**src/rtl/ulps_pkg.sv**
```systemverilog
// shared types and constants for the up/down pulse level stepper
// no dependencies; used by the channel interfaces, the step logic and the top level
package ulps_pkg;

   localparam int LEVEL_W = 5;
   localparam int REQ_W   = 8;
   localparam int TICK_W  = 16;
   localparam int CSR_INDEX_W = 2;

   localparam logic [LEVEL_W-1:0] MAX_LEVEL = LEVEL_W'(31);

   localparam logic [TICK_W-1:0] PULSE_TICKS_RESET = TICK_W'(100);
   localparam logic [TICK_W-1:0] GAP_TICKS_RESET   = TICK_W'(100);
   localparam logic [TICK_W-1:0] HOLD_TICKS_RESET  = TICK_W'(5000);
   localparam logic [TICK_W-1:0] POLL_TICKS_RESET  = TICK_W'(50);

   localparam logic [CSR_INDEX_W-1:0] CSR_PULSE_TICKS = 2'd0;
   localparam logic [CSR_INDEX_W-1:0] CSR_GAP_TICKS   = 2'd1;
   localparam logic [CSR_INDEX_W-1:0] CSR_HOLD_TICKS  = 2'd2;
   localparam logic [CSR_INDEX_W-1:0] CSR_POLL_TICKS  = 2'd3;

   localparam logic OPC_TICK    = 1'b0;
   localparam logic OPC_REQUEST = 1'b1;

   typedef enum logic [2:0] {
      PH_STARTUP    = 3'd0,
      PH_HOLD_UP    = 3'd1,
      PH_HOLD_DOWN  = 3'd2,
      PH_PULSE_UP   = 3'd3,
      PH_PULSE_DOWN = 3'd4,
      PH_GAP        = 3'd5,
      PH_POLL       = 3'd6
   } phase_type;

   typedef struct packed {
      logic [TICK_W-1:0] pulse_ticks;
      logic [TICK_W-1:0] gap_ticks;
      logic [TICK_W-1:0] reset_hold_ticks;
      logic [TICK_W-1:0] poll_ticks;
   } cfg_type;

   typedef struct packed {
      phase_type                phase;
      logic signed [REQ_W-1:0]  requested_level;
      logic [LEVEL_W-1:0]       present_level;
      logic [TICK_W-1:0]        wait_count;
   } state_type;

   typedef struct packed {
      logic               raise_pin;
      logic               lower_pin;
      logic [LEVEL_W-1:0] current_level;
      logic               level_changed;
      logic               busy_res;
   } result_type;

endpackage

```
**src/rtl/ulps_req_if.sv**
```systemverilog
// request channel: tick or new requested level
// depends on ulps_pkg for field widths
interface ulps_req_if;
   import ulps_pkg::*;

   logic                    valid;
   logic                    ready;
   logic                    opcode;
   logic signed [REQ_W-1:0] request_level;

   modport source (output valid, output opcode, output request_level, input ready);
   modport sink   (input valid, input opcode, input request_level, output ready);
endinterface

```
**src/rtl/ulps_rsp_if.sv**
```systemverilog
// result channel: pin levels, tracked level and status
// depends on ulps_pkg for field widths
interface ulps_rsp_if;
   import ulps_pkg::*;

   logic               valid;
   logic               ready;
   logic               raise_pin;
   logic               lower_pin;
   logic [LEVEL_W-1:0] current_level;
   logic               level_changed;
   logic               busy_res;

   modport source (output valid, output raise_pin, output lower_pin, output current_level,
                   output level_changed, output busy_res, input ready);
   modport sink   (input valid, input raise_pin, input lower_pin, input current_level,
                   input level_changed, input busy_res, output ready);
endinterface

```
**src/rtl/ulps_step.sv**
```systemverilog
// next-state and result logic for one tick or request transfer
// depends on ulps_pkg for the phase enum and the state, config and result structs
module ulps_step (
   input  ulps_pkg::state_type            cur,
   input  ulps_pkg::cfg_type              cfg,
   input  logic                           opcode,
   input  logic signed [ulps_pkg::REQ_W-1:0] request_level,
   output ulps_pkg::state_type            nxt,
   output ulps_pkg::result_type           res
);
   import ulps_pkg::*;

   logic [TICK_W-1:0]  dur_raw;
   logic [TICK_W-1:0]  dur;
   logic [TICK_W-1:0]  count_inc;
   logic               phase_done;
   logic [LEVEL_W-1:0] lvl_upd;
   logic signed [REQ_W-1:0] lvl_ext;
   logic               lvl_changed;

   // duration of the running phase, zero acts as one
   always_comb begin
      case (cur.phase)
         PH_STARTUP, PH_HOLD_UP, PH_HOLD_DOWN: dur_raw = cfg.reset_hold_ticks;
         PH_PULSE_UP, PH_PULSE_DOWN:           dur_raw = cfg.pulse_ticks;
         PH_GAP:                               dur_raw = cfg.gap_ticks;
         default:                              dur_raw = cfg.poll_ticks;
      endcase
      dur = (dur_raw == '0) ? TICK_W'(1) : dur_raw;
   end

   assign count_inc  = cur.wait_count + TICK_W'(1);
   assign phase_done = (count_inc >= dur);

   always_comb begin
      case (cur.phase)
         PH_STARTUP, PH_HOLD_UP: lvl_upd = MAX_LEVEL;
         PH_HOLD_DOWN:           lvl_upd = '0;
         PH_PULSE_UP:            lvl_upd = cur.present_level + LEVEL_W'(1);
         PH_PULSE_DOWN:          lvl_upd = cur.present_level - LEVEL_W'(1);
         default:                lvl_upd = cur.present_level;
      endcase
   end

   assign lvl_ext = REQ_W'({1'b0, lvl_upd});

   // next state
   always_comb begin
      nxt = cur;
      lvl_changed = 1'b0;
      if (opcode == OPC_REQUEST) begin
         nxt.requested_level = request_level;
      end else begin
         nxt.wait_count = count_inc;
         if (phase_done) begin
            nxt.present_level = lvl_upd;
            lvl_changed = (cur.phase != PH_GAP) && (cur.phase != PH_POLL);
            if ((cur.phase == PH_PULSE_UP || cur.phase == PH_PULSE_DOWN) &&
                (cfg.gap_ticks != '0)) begin
               nxt.phase      = PH_GAP;
               nxt.wait_count = '0;
            end else begin
               nxt.wait_count = '0;
               // decision on the stored request against the updated level
               if (cur.requested_level > REQ_W'($signed({1'b0, MAX_LEVEL}))) begin
                  nxt.requested_level = REQ_W'($signed({1'b0, MAX_LEVEL}));
                  nxt.phase = PH_HOLD_UP;
               end else if (cur.requested_level < 0) begin
                  nxt.requested_level = '0;
                  nxt.phase = PH_HOLD_DOWN;
               end else if (cur.requested_level > lvl_ext) begin
                  nxt.phase = PH_PULSE_UP;
               end else if (cur.requested_level < lvl_ext) begin
                  nxt.phase = PH_PULSE_DOWN;
               end else begin
                  nxt.phase = PH_POLL;
               end
            end
         end
      end
   end

   // pin outputs follow the phase after this transfer
   always_comb begin
      res.raise_pin     = !(nxt.phase == PH_STARTUP || nxt.phase == PH_HOLD_UP ||
                            nxt.phase == PH_PULSE_UP);
      res.lower_pin     = !(nxt.phase == PH_HOLD_DOWN || nxt.phase == PH_PULSE_DOWN);
      res.current_level = nxt.present_level;
      res.level_changed = lvl_changed;
      res.busy_res      = 1'b1;
   end

endmodule

```
**src/rtl/updown_pulse_level_stepper_core.sv**
```systemverilog
// top level of the up/down pulse level stepper: state, timing registers, result register
// depends on ulps_pkg, ulps_req_if, ulps_rsp_if and ulps_step

// Steps a power level toward the requested level by driving active-low raise and lower
// pins. Each request transfer is a one millisecond tick (opcode 0) or a new requested level
// (opcode 1); every transfer yields exactly one result with the pin levels after it, the
// tracked level and whether the level changed. After reset the raise pin is held for
// reset_hold_ticks ticks before the level is taken as 31. One transfer is taken every
// clock cycle: the whole update is a single combinational pass from the state registers
// into the result register, so a result is valid the cycle after its transfer, and a
// transfer is taken whenever that register is empty or being read. Not enforced here, so
// the user must write timing registers via the csr port while no transfer is in flight.
module updown_pulse_level_stepper_core (
   input  logic                              clock,
   input  logic                              reset,
   ulps_req_if.sink                          req_chan,
   ulps_rsp_if.source                        rsp_chan,
   input  logic                              csr_wr_en,
   input  logic [ulps_pkg::CSR_INDEX_W-1:0]  csr_index,
   input  logic [ulps_pkg::TICK_W-1:0]       csr_wdata
);
   import ulps_pkg::*;

   cfg_type    cfg_ff;
   state_type  state_ff;
   state_type  state_in;
   result_type rsp_ff;
   result_type rsp_in;
   logic       rsp_valid_ff;
   logic       req_xfer;

   assign req_chan.ready = !rsp_valid_ff || rsp_chan.ready;
   assign req_xfer       = req_chan.valid && req_chan.ready;

   ulps_step u_step (
      .cur           (state_ff),
      .cfg           (cfg_ff),
      .opcode        (req_chan.opcode),
      .request_level (req_chan.request_level),
      .nxt           (state_in),
      .res           (rsp_in)
   );

   always_ff @(posedge clock) begin
      if (reset) begin
         cfg_ff.pulse_ticks      <= PULSE_TICKS_RESET;
         cfg_ff.gap_ticks        <= GAP_TICKS_RESET;
         cfg_ff.reset_hold_ticks <= HOLD_TICKS_RESET;
         cfg_ff.poll_ticks       <= POLL_TICKS_RESET;
      end else if (csr_wr_en) begin
         case (csr_index)
            CSR_PULSE_TICKS: cfg_ff.pulse_ticks      <= csr_wdata;
            CSR_GAP_TICKS:   cfg_ff.gap_ticks        <= csr_wdata;
            CSR_HOLD_TICKS:  cfg_ff.reset_hold_ticks <= csr_wdata;
            CSR_POLL_TICKS:  cfg_ff.poll_ticks       <= csr_wdata;
            default:         cfg_ff <= cfg_ff;
         endcase
      end
   end

   always_ff @(posedge clock) begin
      if (reset) begin
         state_ff.phase           <= PH_STARTUP;
         state_ff.requested_level <= REQ_W'($signed({1'b0, MAX_LEVEL}));
         state_ff.present_level   <= MAX_LEVEL;
         state_ff.wait_count      <= '0;
      end else if (req_xfer) begin
         state_ff <= state_in;
      end
   end

   always_ff @(posedge clock) begin
      if (reset) begin
         rsp_valid_ff <= 1'b0;
      end else if (req_xfer) begin
         rsp_valid_ff <= 1'b1;
      end else if (rsp_chan.ready) begin
         rsp_valid_ff <= 1'b0;
      end
   end

   // result payload needs no reset
   always_ff @(posedge clock) begin
      if (req_xfer) begin
         rsp_ff <= rsp_in;
      end
   end

   assign rsp_chan.valid         = rsp_valid_ff;
   assign rsp_chan.raise_pin     = rsp_ff.raise_pin;
   assign rsp_chan.lower_pin     = rsp_ff.lower_pin;
   assign rsp_chan.current_level = rsp_ff.current_level;
   assign rsp_chan.level_changed = rsp_ff.level_changed;
   assign rsp_chan.busy_res      = rsp_ff.busy_res;

endmodule
```
**src/flat_wrapper.sv**
```systemverilog
// flat-port wrapper written by rule: the top's interface ports become plain ports
module updown_pulse_level_stepper_core_flat import ulps_pkg::*;
  (clock, reset, csr_wr_en, csr_index, csr_wdata, req_chan_valid, req_chan_opcode, req_chan_request_level, req_chan_ready, rsp_chan_valid, rsp_chan_raise_pin, rsp_chan_lower_pin, rsp_chan_current_level, rsp_chan_level_changed, rsp_chan_busy_res, rsp_chan_ready);
  ulps_req_if req_chan_i ();
  ulps_rsp_if rsp_chan_i ();
  input  logic clock;
  input  logic reset;
  input  logic csr_wr_en;
  input  logic [ulps_pkg::CSR_INDEX_W-1:0] csr_index;
  input  logic [ulps_pkg::TICK_W-1:0] csr_wdata;
  input wire logic [$bits(req_chan_i.valid)-1:0] req_chan_valid;
  input wire logic [$bits(req_chan_i.opcode)-1:0] req_chan_opcode;
  input wire logic [$bits(req_chan_i.request_level)-1:0] req_chan_request_level;
  output wire logic [$bits(req_chan_i.ready)-1:0] req_chan_ready;
  output wire logic [$bits(rsp_chan_i.valid)-1:0] rsp_chan_valid;
  output wire logic [$bits(rsp_chan_i.raise_pin)-1:0] rsp_chan_raise_pin;
  output wire logic [$bits(rsp_chan_i.lower_pin)-1:0] rsp_chan_lower_pin;
  output wire logic [$bits(rsp_chan_i.current_level)-1:0] rsp_chan_current_level;
  output wire logic [$bits(rsp_chan_i.level_changed)-1:0] rsp_chan_level_changed;
  output wire logic [$bits(rsp_chan_i.busy_res)-1:0] rsp_chan_busy_res;
  input wire logic [$bits(rsp_chan_i.ready)-1:0] rsp_chan_ready;
  assign req_chan_i.valid = req_chan_valid;
  assign req_chan_i.opcode = req_chan_opcode;
  assign req_chan_i.request_level = req_chan_request_level;
  assign req_chan_ready = req_chan_i.ready;
  assign rsp_chan_valid = rsp_chan_i.valid;
  assign rsp_chan_raise_pin = rsp_chan_i.raise_pin;
  assign rsp_chan_lower_pin = rsp_chan_i.lower_pin;
  assign rsp_chan_current_level = rsp_chan_i.current_level;
  assign rsp_chan_level_changed = rsp_chan_i.level_changed;
  assign rsp_chan_busy_res = rsp_chan_i.busy_res;
  assign rsp_chan_i.ready = rsp_chan_ready;
  updown_pulse_level_stepper_core u_core (.clock(clock), .reset(reset), .req_chan(req_chan_i), .rsp_chan(rsp_chan_i), .csr_wr_en(csr_wr_en), .csr_index(csr_index), .csr_wdata(csr_wdata));
endmodule
```
**config.mk**
```make
export PLATFORM = sky130hd
export DESIGN_NAME = updown_pulse_level_stepper_core_flat
export DESIGN_NICKNAME = d
export VERILOG_FILES = /design/src/rtl/ulps_pkg.sv /design/src/rtl/ulps_req_if.sv /design/src/rtl/ulps_rsp_if.sv /design/src/rtl/ulps_step.sv /design/src/rtl/updown_pulse_level_stepper_core.sv /design/src/flat_wrapper.sv
export SDC_FILE = /design/constraint.sdc
export NUM_CORES = 1
export LEC_CHECK = 0
export ABC_AREA = 1
export CORE_MARGIN = 3
export CORE_UTILIZATION = 54
export DETAILED_ROUTE_END_ITERATION = 7
export DONT_BUFFER_PORTS = 1
export MAX_ROUTING_LAYER = met4
export PLACE_DENSITY = 0.72
export SYNTH_ARGS = -nofsm -noshare
export SYNTH_HDL_FRONTEND = slang
export SYNTH_SLANG_ARGS = --single-unit
```
**constraint.sdc**
```tcl
create_clock -name clock -period 3.6 [get_ports clock]
set_clock_uncertainty 0.05 [all_clocks]
set_input_delay 0.72 -clock clock [delete_from_list [all_inputs] [get_ports clock]]
set_output_delay 0.72 -clock clock [all_outputs]
set_load 0.01 [all_outputs]
```
======== Word level (Yosys, flattened, before mapping) ========
Index checks and enable logic that the tools add are counted.
operators by class
  add/subtract/negate cells ............... 3
  multipliers ............................. 0
  divide/modulo/power cells ............... 0
  $lt $le $gt $ge ......................... 5
  equality and inequality tests ........... 15
  shifts and indexed selects .............. 0
  mux-type cells .......................... 16
  bitwise logic cells ..................... 2
  reduce and logical (&&, ||, !) cells .... 29
operators with widths
  cell                                                                   number
  16-bit one-hot mux with 3 select lines                                 1
  32-bit 2-to-1 mux                                                      1
  8-bit 2-to-1 mux                                                       3
  21-bit 2-to-1 mux                                                      1
  5-bit one-hot mux with 4 select lines                                  1
  16-bit by 1-bit adder with 16-bit output, second input constant        1
  16-bit >= comparator                                                   1
  16-bit logical NOT                                                     1
  16-bit 2-to-1 mux                                                      1
  16-bit nonzero test                                                    1
  3-bit by 2-bit equality test with 1-bit output, second input constant  4
  3-bit 2-to-1 mux                                                       4
  11-bit 2-to-1 mux                                                      1
  2-bit AND reduction                                                    5
  3-bit equality test, second input constant                             3
  8-bit by 6-bit > comparator with 1-bit output                          1
  8-bit by 6-bit > comparator with 1-bit output, second input constant   1
  8-bit by 1-bit < comparator with 1-bit output, second input constant   1
  8-bit by 6-bit < comparator with 1-bit output                          1
  3-bit by 1-bit equality test with 1-bit output, second input constant  2
  3-bit logical NOT                                                      2
  3-bit inequality test, second input constant                           2
  2-bit OR reduction                                                     3
  5-bit by 1-bit adder with 5-bit output, second input constant          1
  other kinds (15)                                                       27
word-level totals
  flip-flop bits (word level) ............. 105
  latch bits .............................. 0
  RAM bits ................................ 0
  bits in read-only memories .............. 0
  bits of input ports ..................... 32
  output and inout port bits .............. 11
  logic and storage cells ................. 83
  memories kept ........................... 0

======== Depth between registers and ports, before layout ========
  depth after elaboration ................. 15
  mapped depth ............................ 30
  mapped depth without buffers ............ 28

======== Cells and area by module ========
Synthesis repeated with hierarchy kept, for this count alone.
unflattened totals
  cell total of the unflattened synthesis .. 1085
  area, all modules ....................... 6747.7 sq um
by module, submodules not included
  module                           instances  cells each  area each (sq um)  seq. area each (sq um)
  updown_pulse_level_stepper_core  1          593         4250.3             2212.1
  ulps_step                        1          492         2497.4             0.0

======== Least setup slack after synthesis ========
No wires, ideal clock.
  path kind ............................... flip-flop to flip-flop
  start point ............................. reg u_core.state_ff[30] in the netlist's numbering
  end point ............................... reg u_core.rsp_ff (netlist bit u_core.rsp_chan.lower_pin) (data pin)
  setup time .............................. 0.253 ns
  data arrival time ....................... 3.072 ns
  required time ........................... 3.297 ns
  slack ................................... 0.225 ns
  cell stages (with the launch flop) ...... 26
  path buffers ............................ 0
  clock period less this slack ............ 3.375 ns
  cell sequence ........................... dfxtp_1 > nor2_1 > nand2_1 > nand2_1 > nand2_1 > inv_1 > ha_1 > inv_1 > nand2_1 > nor2_1 > o21ai_0 > o21ai_0 > ha_1 > nand3_1 > o211ai_1 > a2111oi_0 > ha_1 > o21ai_0 > nand2_1 > nand2_1 > nand2_1 > nand3b_1 > nand2_1 > nand2_1 > nand2_1 > nand2_1
RTL lines
  what                      RTL line                               RTL
  start: declaration        updown_pulse_level_stepper_core.sv:25  state_type state_ff;
  start signal: assignment  updown_pulse_level_stepper_core.sv:68  state_ff <= state_in;
  end signal: assignment    updown_pulse_level_stepper_core.sv:85  rsp_ff <= rsp_in;
  end: declaration          updown_pulse_level_stepper_core.sv:27  result_type rsp_ff;

==> impl_metrics.env <==
export IMPL_endpoint="u_core.rsp_chan.lower_pin"
export IMPL_numCtsBuffers=9
export IMPL_fmax_mhz=275
export IMPL_drv_cap=0
export IMPL_violations="setup timing"
export IMPL_reg2reg_depth=25
export IMPL_synth_area_top_cells="dfxtp_1, nand2_1, nor2_1, o21ai_0, inv_1"
export IMPL_synth_avg_cell_area_um2=6.84
export IMPL_clockBufferDepth=2
export IMPL_grt_pass1_vias=4712
export IMPL_grt_max_degree=64
export IMPL_worst_slew_pin_slew_ns=0.789
export IMPL_critPathSlowestCell="a2111oi_2"
export IMPL_ys_ff_latch=105
export IMPL_leakagePower_nw=2.78
export IMPL_yosysTopAreaCell="dfxtp_1"
export IMPL_viasPerCell=5.49
export IMPL_drtIter0Drc=282
export IMPL_endpoint_kind="flip-flop"
export IMPL_critical_path_most_common_cell="nand2_1"
export IMPL_critPathKind="reg2reg"
export IMPL_rows=36
export IMPL_async_reset_ff_share_pct=0
export IMPL_cp_top_family="simple AND/OR/NAND/NOR gates"
export IMPL_path_clk_slew_ns=0.10
export IMPL_crit_path_max_incr_delay_ns=0.41
export IMPL_drc=0
export IMPL_synth_ff_type="dfxtp_1"
export IMPL_setup_worst_path_start="u_core.state_ff[30]"
export IMPL_synth_area_mm2=0.00547
export IMPL_hold_viol=0
export IMPL_port_buffers=0
export IMPL_clock_root_buffer="clkbuf_8"
export IMPL_antenna_found_initial=0
export IMPL_setup_violations=1
export IMPL_clock_sink_count=105
export IMPL_worst_path_stages=25
export IMPL_r2r_end="u_core.rsp_chan.lower_pin"
export IMPL_hold_class="in2reg"
export IMPL_arrival_ns=3.75
export IMPL_syn_nets=856
export IMPL_grt_pass1_wl_um=22300
export IMPL_dr_pass1_iters=6
export IMPL_fill_cells=959
export IMPL_synth_warning_count=0
export IMPL_core_area_mm2=0.00982
export IMPL_start_util_pct=55.7
export IMPL_yosys_cell_count_top_type="nand2_1"
export IMPL_dp_cells=917
export IMPL_worstSetupStartpointType="flip-flop"
export IMPL_ys_types=36
export IMPL_gr_usage_all_layers_pct=25.0
export IMPL_nets=857
export IMPL_maxSlewHeadroom_pct=47.0
export IMPL_cts_tree="built"
export IMPL_area_growth_pct=8.71
export IMPL_die_h_um=107
export IMPL_synth_edf_count=8
export IMPL_critPathBufInv=2
export IMPL_rr_startpoint="u_core.state_ff[30]"
export IMPL_r2r_slack_ns=-0.04
export IMPL_die_area_mm2=0.0114
export IMPL_htreeDepth=3
export IMPL_synthCells=800
export IMPL_dp_hpwl_um=9420
export IMPL_stdcell_count=939
export IMPL_synth_top_area_share_pct=35.5
export IMPL_post_route_worst_setup_slack_ns=-0.0396
export IMPL_vias=5151
export IMPL_drive_above_1_share_pct=8.44
export IMPL_period_minus_slack_ns=3.64
export IMPL_insertion_delay_ns=0.40
export IMPL_io_pins=43
export IMPL_holdCritStartpoint="reset"
export IMPL_diodes=0
export IMPL_gr_total_overflow=0
export IMPL_powerDensity_mw_per_mm2=424
export IMPL_routed_wl_um=13700
export IMPL_min_path_cells=1
export IMPL_drv_slew=0
export IMPL_post_drt_wl_per_cell_um=14.6
export IMPL_rsz0062_at_grt="yes"
export IMPL_hold_buffers=0
export IMPL_yosys_top_cells_count="nand2_1, nor2_1, dfxtp_1"
export IMPL_crit_fanout=4
export IMPL_status="finished, violations left"
export IMPL_gp_congestion=0.918
export IMPL_ir_worst_vdd_uv=381
export IMPL_worst_ep_required_time_ns=3.71
export IMPL_period_share_pct=101
export IMPL_ys_seq_area_share_pct=39.9
export IMPL_die_w_um=107
export IMPL_postRouteAntennaNets=0
export IMPL_hold_ws_ns=0.353
-- worst min path at each step --
| stage | endpoint | slack, ns |
|---|---|---|
| floorplan | u_core.cfg_ff[1] | 0.38 |
| global placement | u_core.cfg_ff[5] | 0.39 |
| detailed placement | u_core.cfg_ff[28] | 0.40 |
| CTS | u_core.state_ff[3] | 0.33 |
| global route | u_core.state_ff[12] | 0.32 |
| finish | u_core.state_ff[1] | 0.35 |
-- layer usage --
metal | GRT usage, % | wire length, um | up-vias
met5 | - | 0 | -
met2 | 40.0 | 6500 | 153
li1 | - | - | 2585
met3 | 6.86 | 914 | 16
met4 | 5.84 | 131 | 0
met1 | 31.9 | 6140 | 2397
-- stage by stage --
| stage | area [um2] | total power [W] | util (%) | setup TNS [ns] | worst slack (ns) |
|---|---|---|---|---|---|
| 6_report | 5950 | 0.00252 | 60.6 | -0.0396 | -0.0396 |
| 5_1_grt | 5950 | 0.00265 | 60.6 | -1.85 | -0.257 |
| 4_1_cts | 5810 | 0.00248 | 59.2 | 0 | 0.00562 |
| 3_3_place_gp | 5600 | 0.00168 | 57.0 | 0 | 0.0884 |
| 3_5_place_dp | 5600 | 0.00170 | 57.0 | -0.318 | -0.215 |
| 2_1_floorplan | 5470 | 0.00160 | - | 0 | 0.225 |
-- cell type report --
class | count | area [um2] | share of cell area, %
Timing Repair Buffer | 18 | 135 | 2.27
Clock buffer | 10 | 138 | 2.31
Clock inverter | 6 | 70.1 | 1.18
Multi-Input combinational cell | 574 | 2910 | 48.8
Sequential cell | 105 | 2190 | 36.7
Tap cell | 133 | 166 | 2.80
Inverter | 93 | 349 | 5.87
-- logic make-up after synthesis --
logic type	Yosys count	share of synthesized area, %
simple gates	381	28.5
compound gates	155	15.2
buf+inv	121	8.80
other cells	1	0.0685
xor+xnor	13	2.08
fa+ha+maj	24	5.49
flops	105	39.9
-- cells in the final DEF (no fill, tap or decap), drive strengths merged, types with 18 or more instances in the layout --
cell	count
nand2	205
dfxtp	97
ha	24
nand3	48
buf	18
o21ai	70
nor2	106
inv	96
a21oi	65
-- repair_timing --
action,in CTS,in global routing
pin swaps,0,11
gates resized for setup,4,28
endpoints found under the hold margin,0,0
buffers inserted,0,6
setup endpoints to repair,3,38
-- report_power, final --
part	total (W)	leakage, nW	switching, W	internal, W
sequential	0.00128	0.867	0.0000412	0.00124
combinational	0.000462	1.80	0.000290	0.000172
clock	0.000779	0.108	0.000429	0.000349
-- state kept, by name, indices dropped and copies added, names as in the netlist --
| register | flops |
|---|---|
| u_core.rsp_chan.level_changed | 1 |
| u_core.rsp_chan.valid | 1 |
| u_core.rsp_chan.raise_pin | 1 |
| u_core.rsp_chan.current_level | 5 |
| u_core.rsp_chan.lower_pin | 1 |
| u_core.cfg_ff | 64 |
| u_core.state_ff | 32 |
No activity file was read; power rests on OpenSTA's default activity.
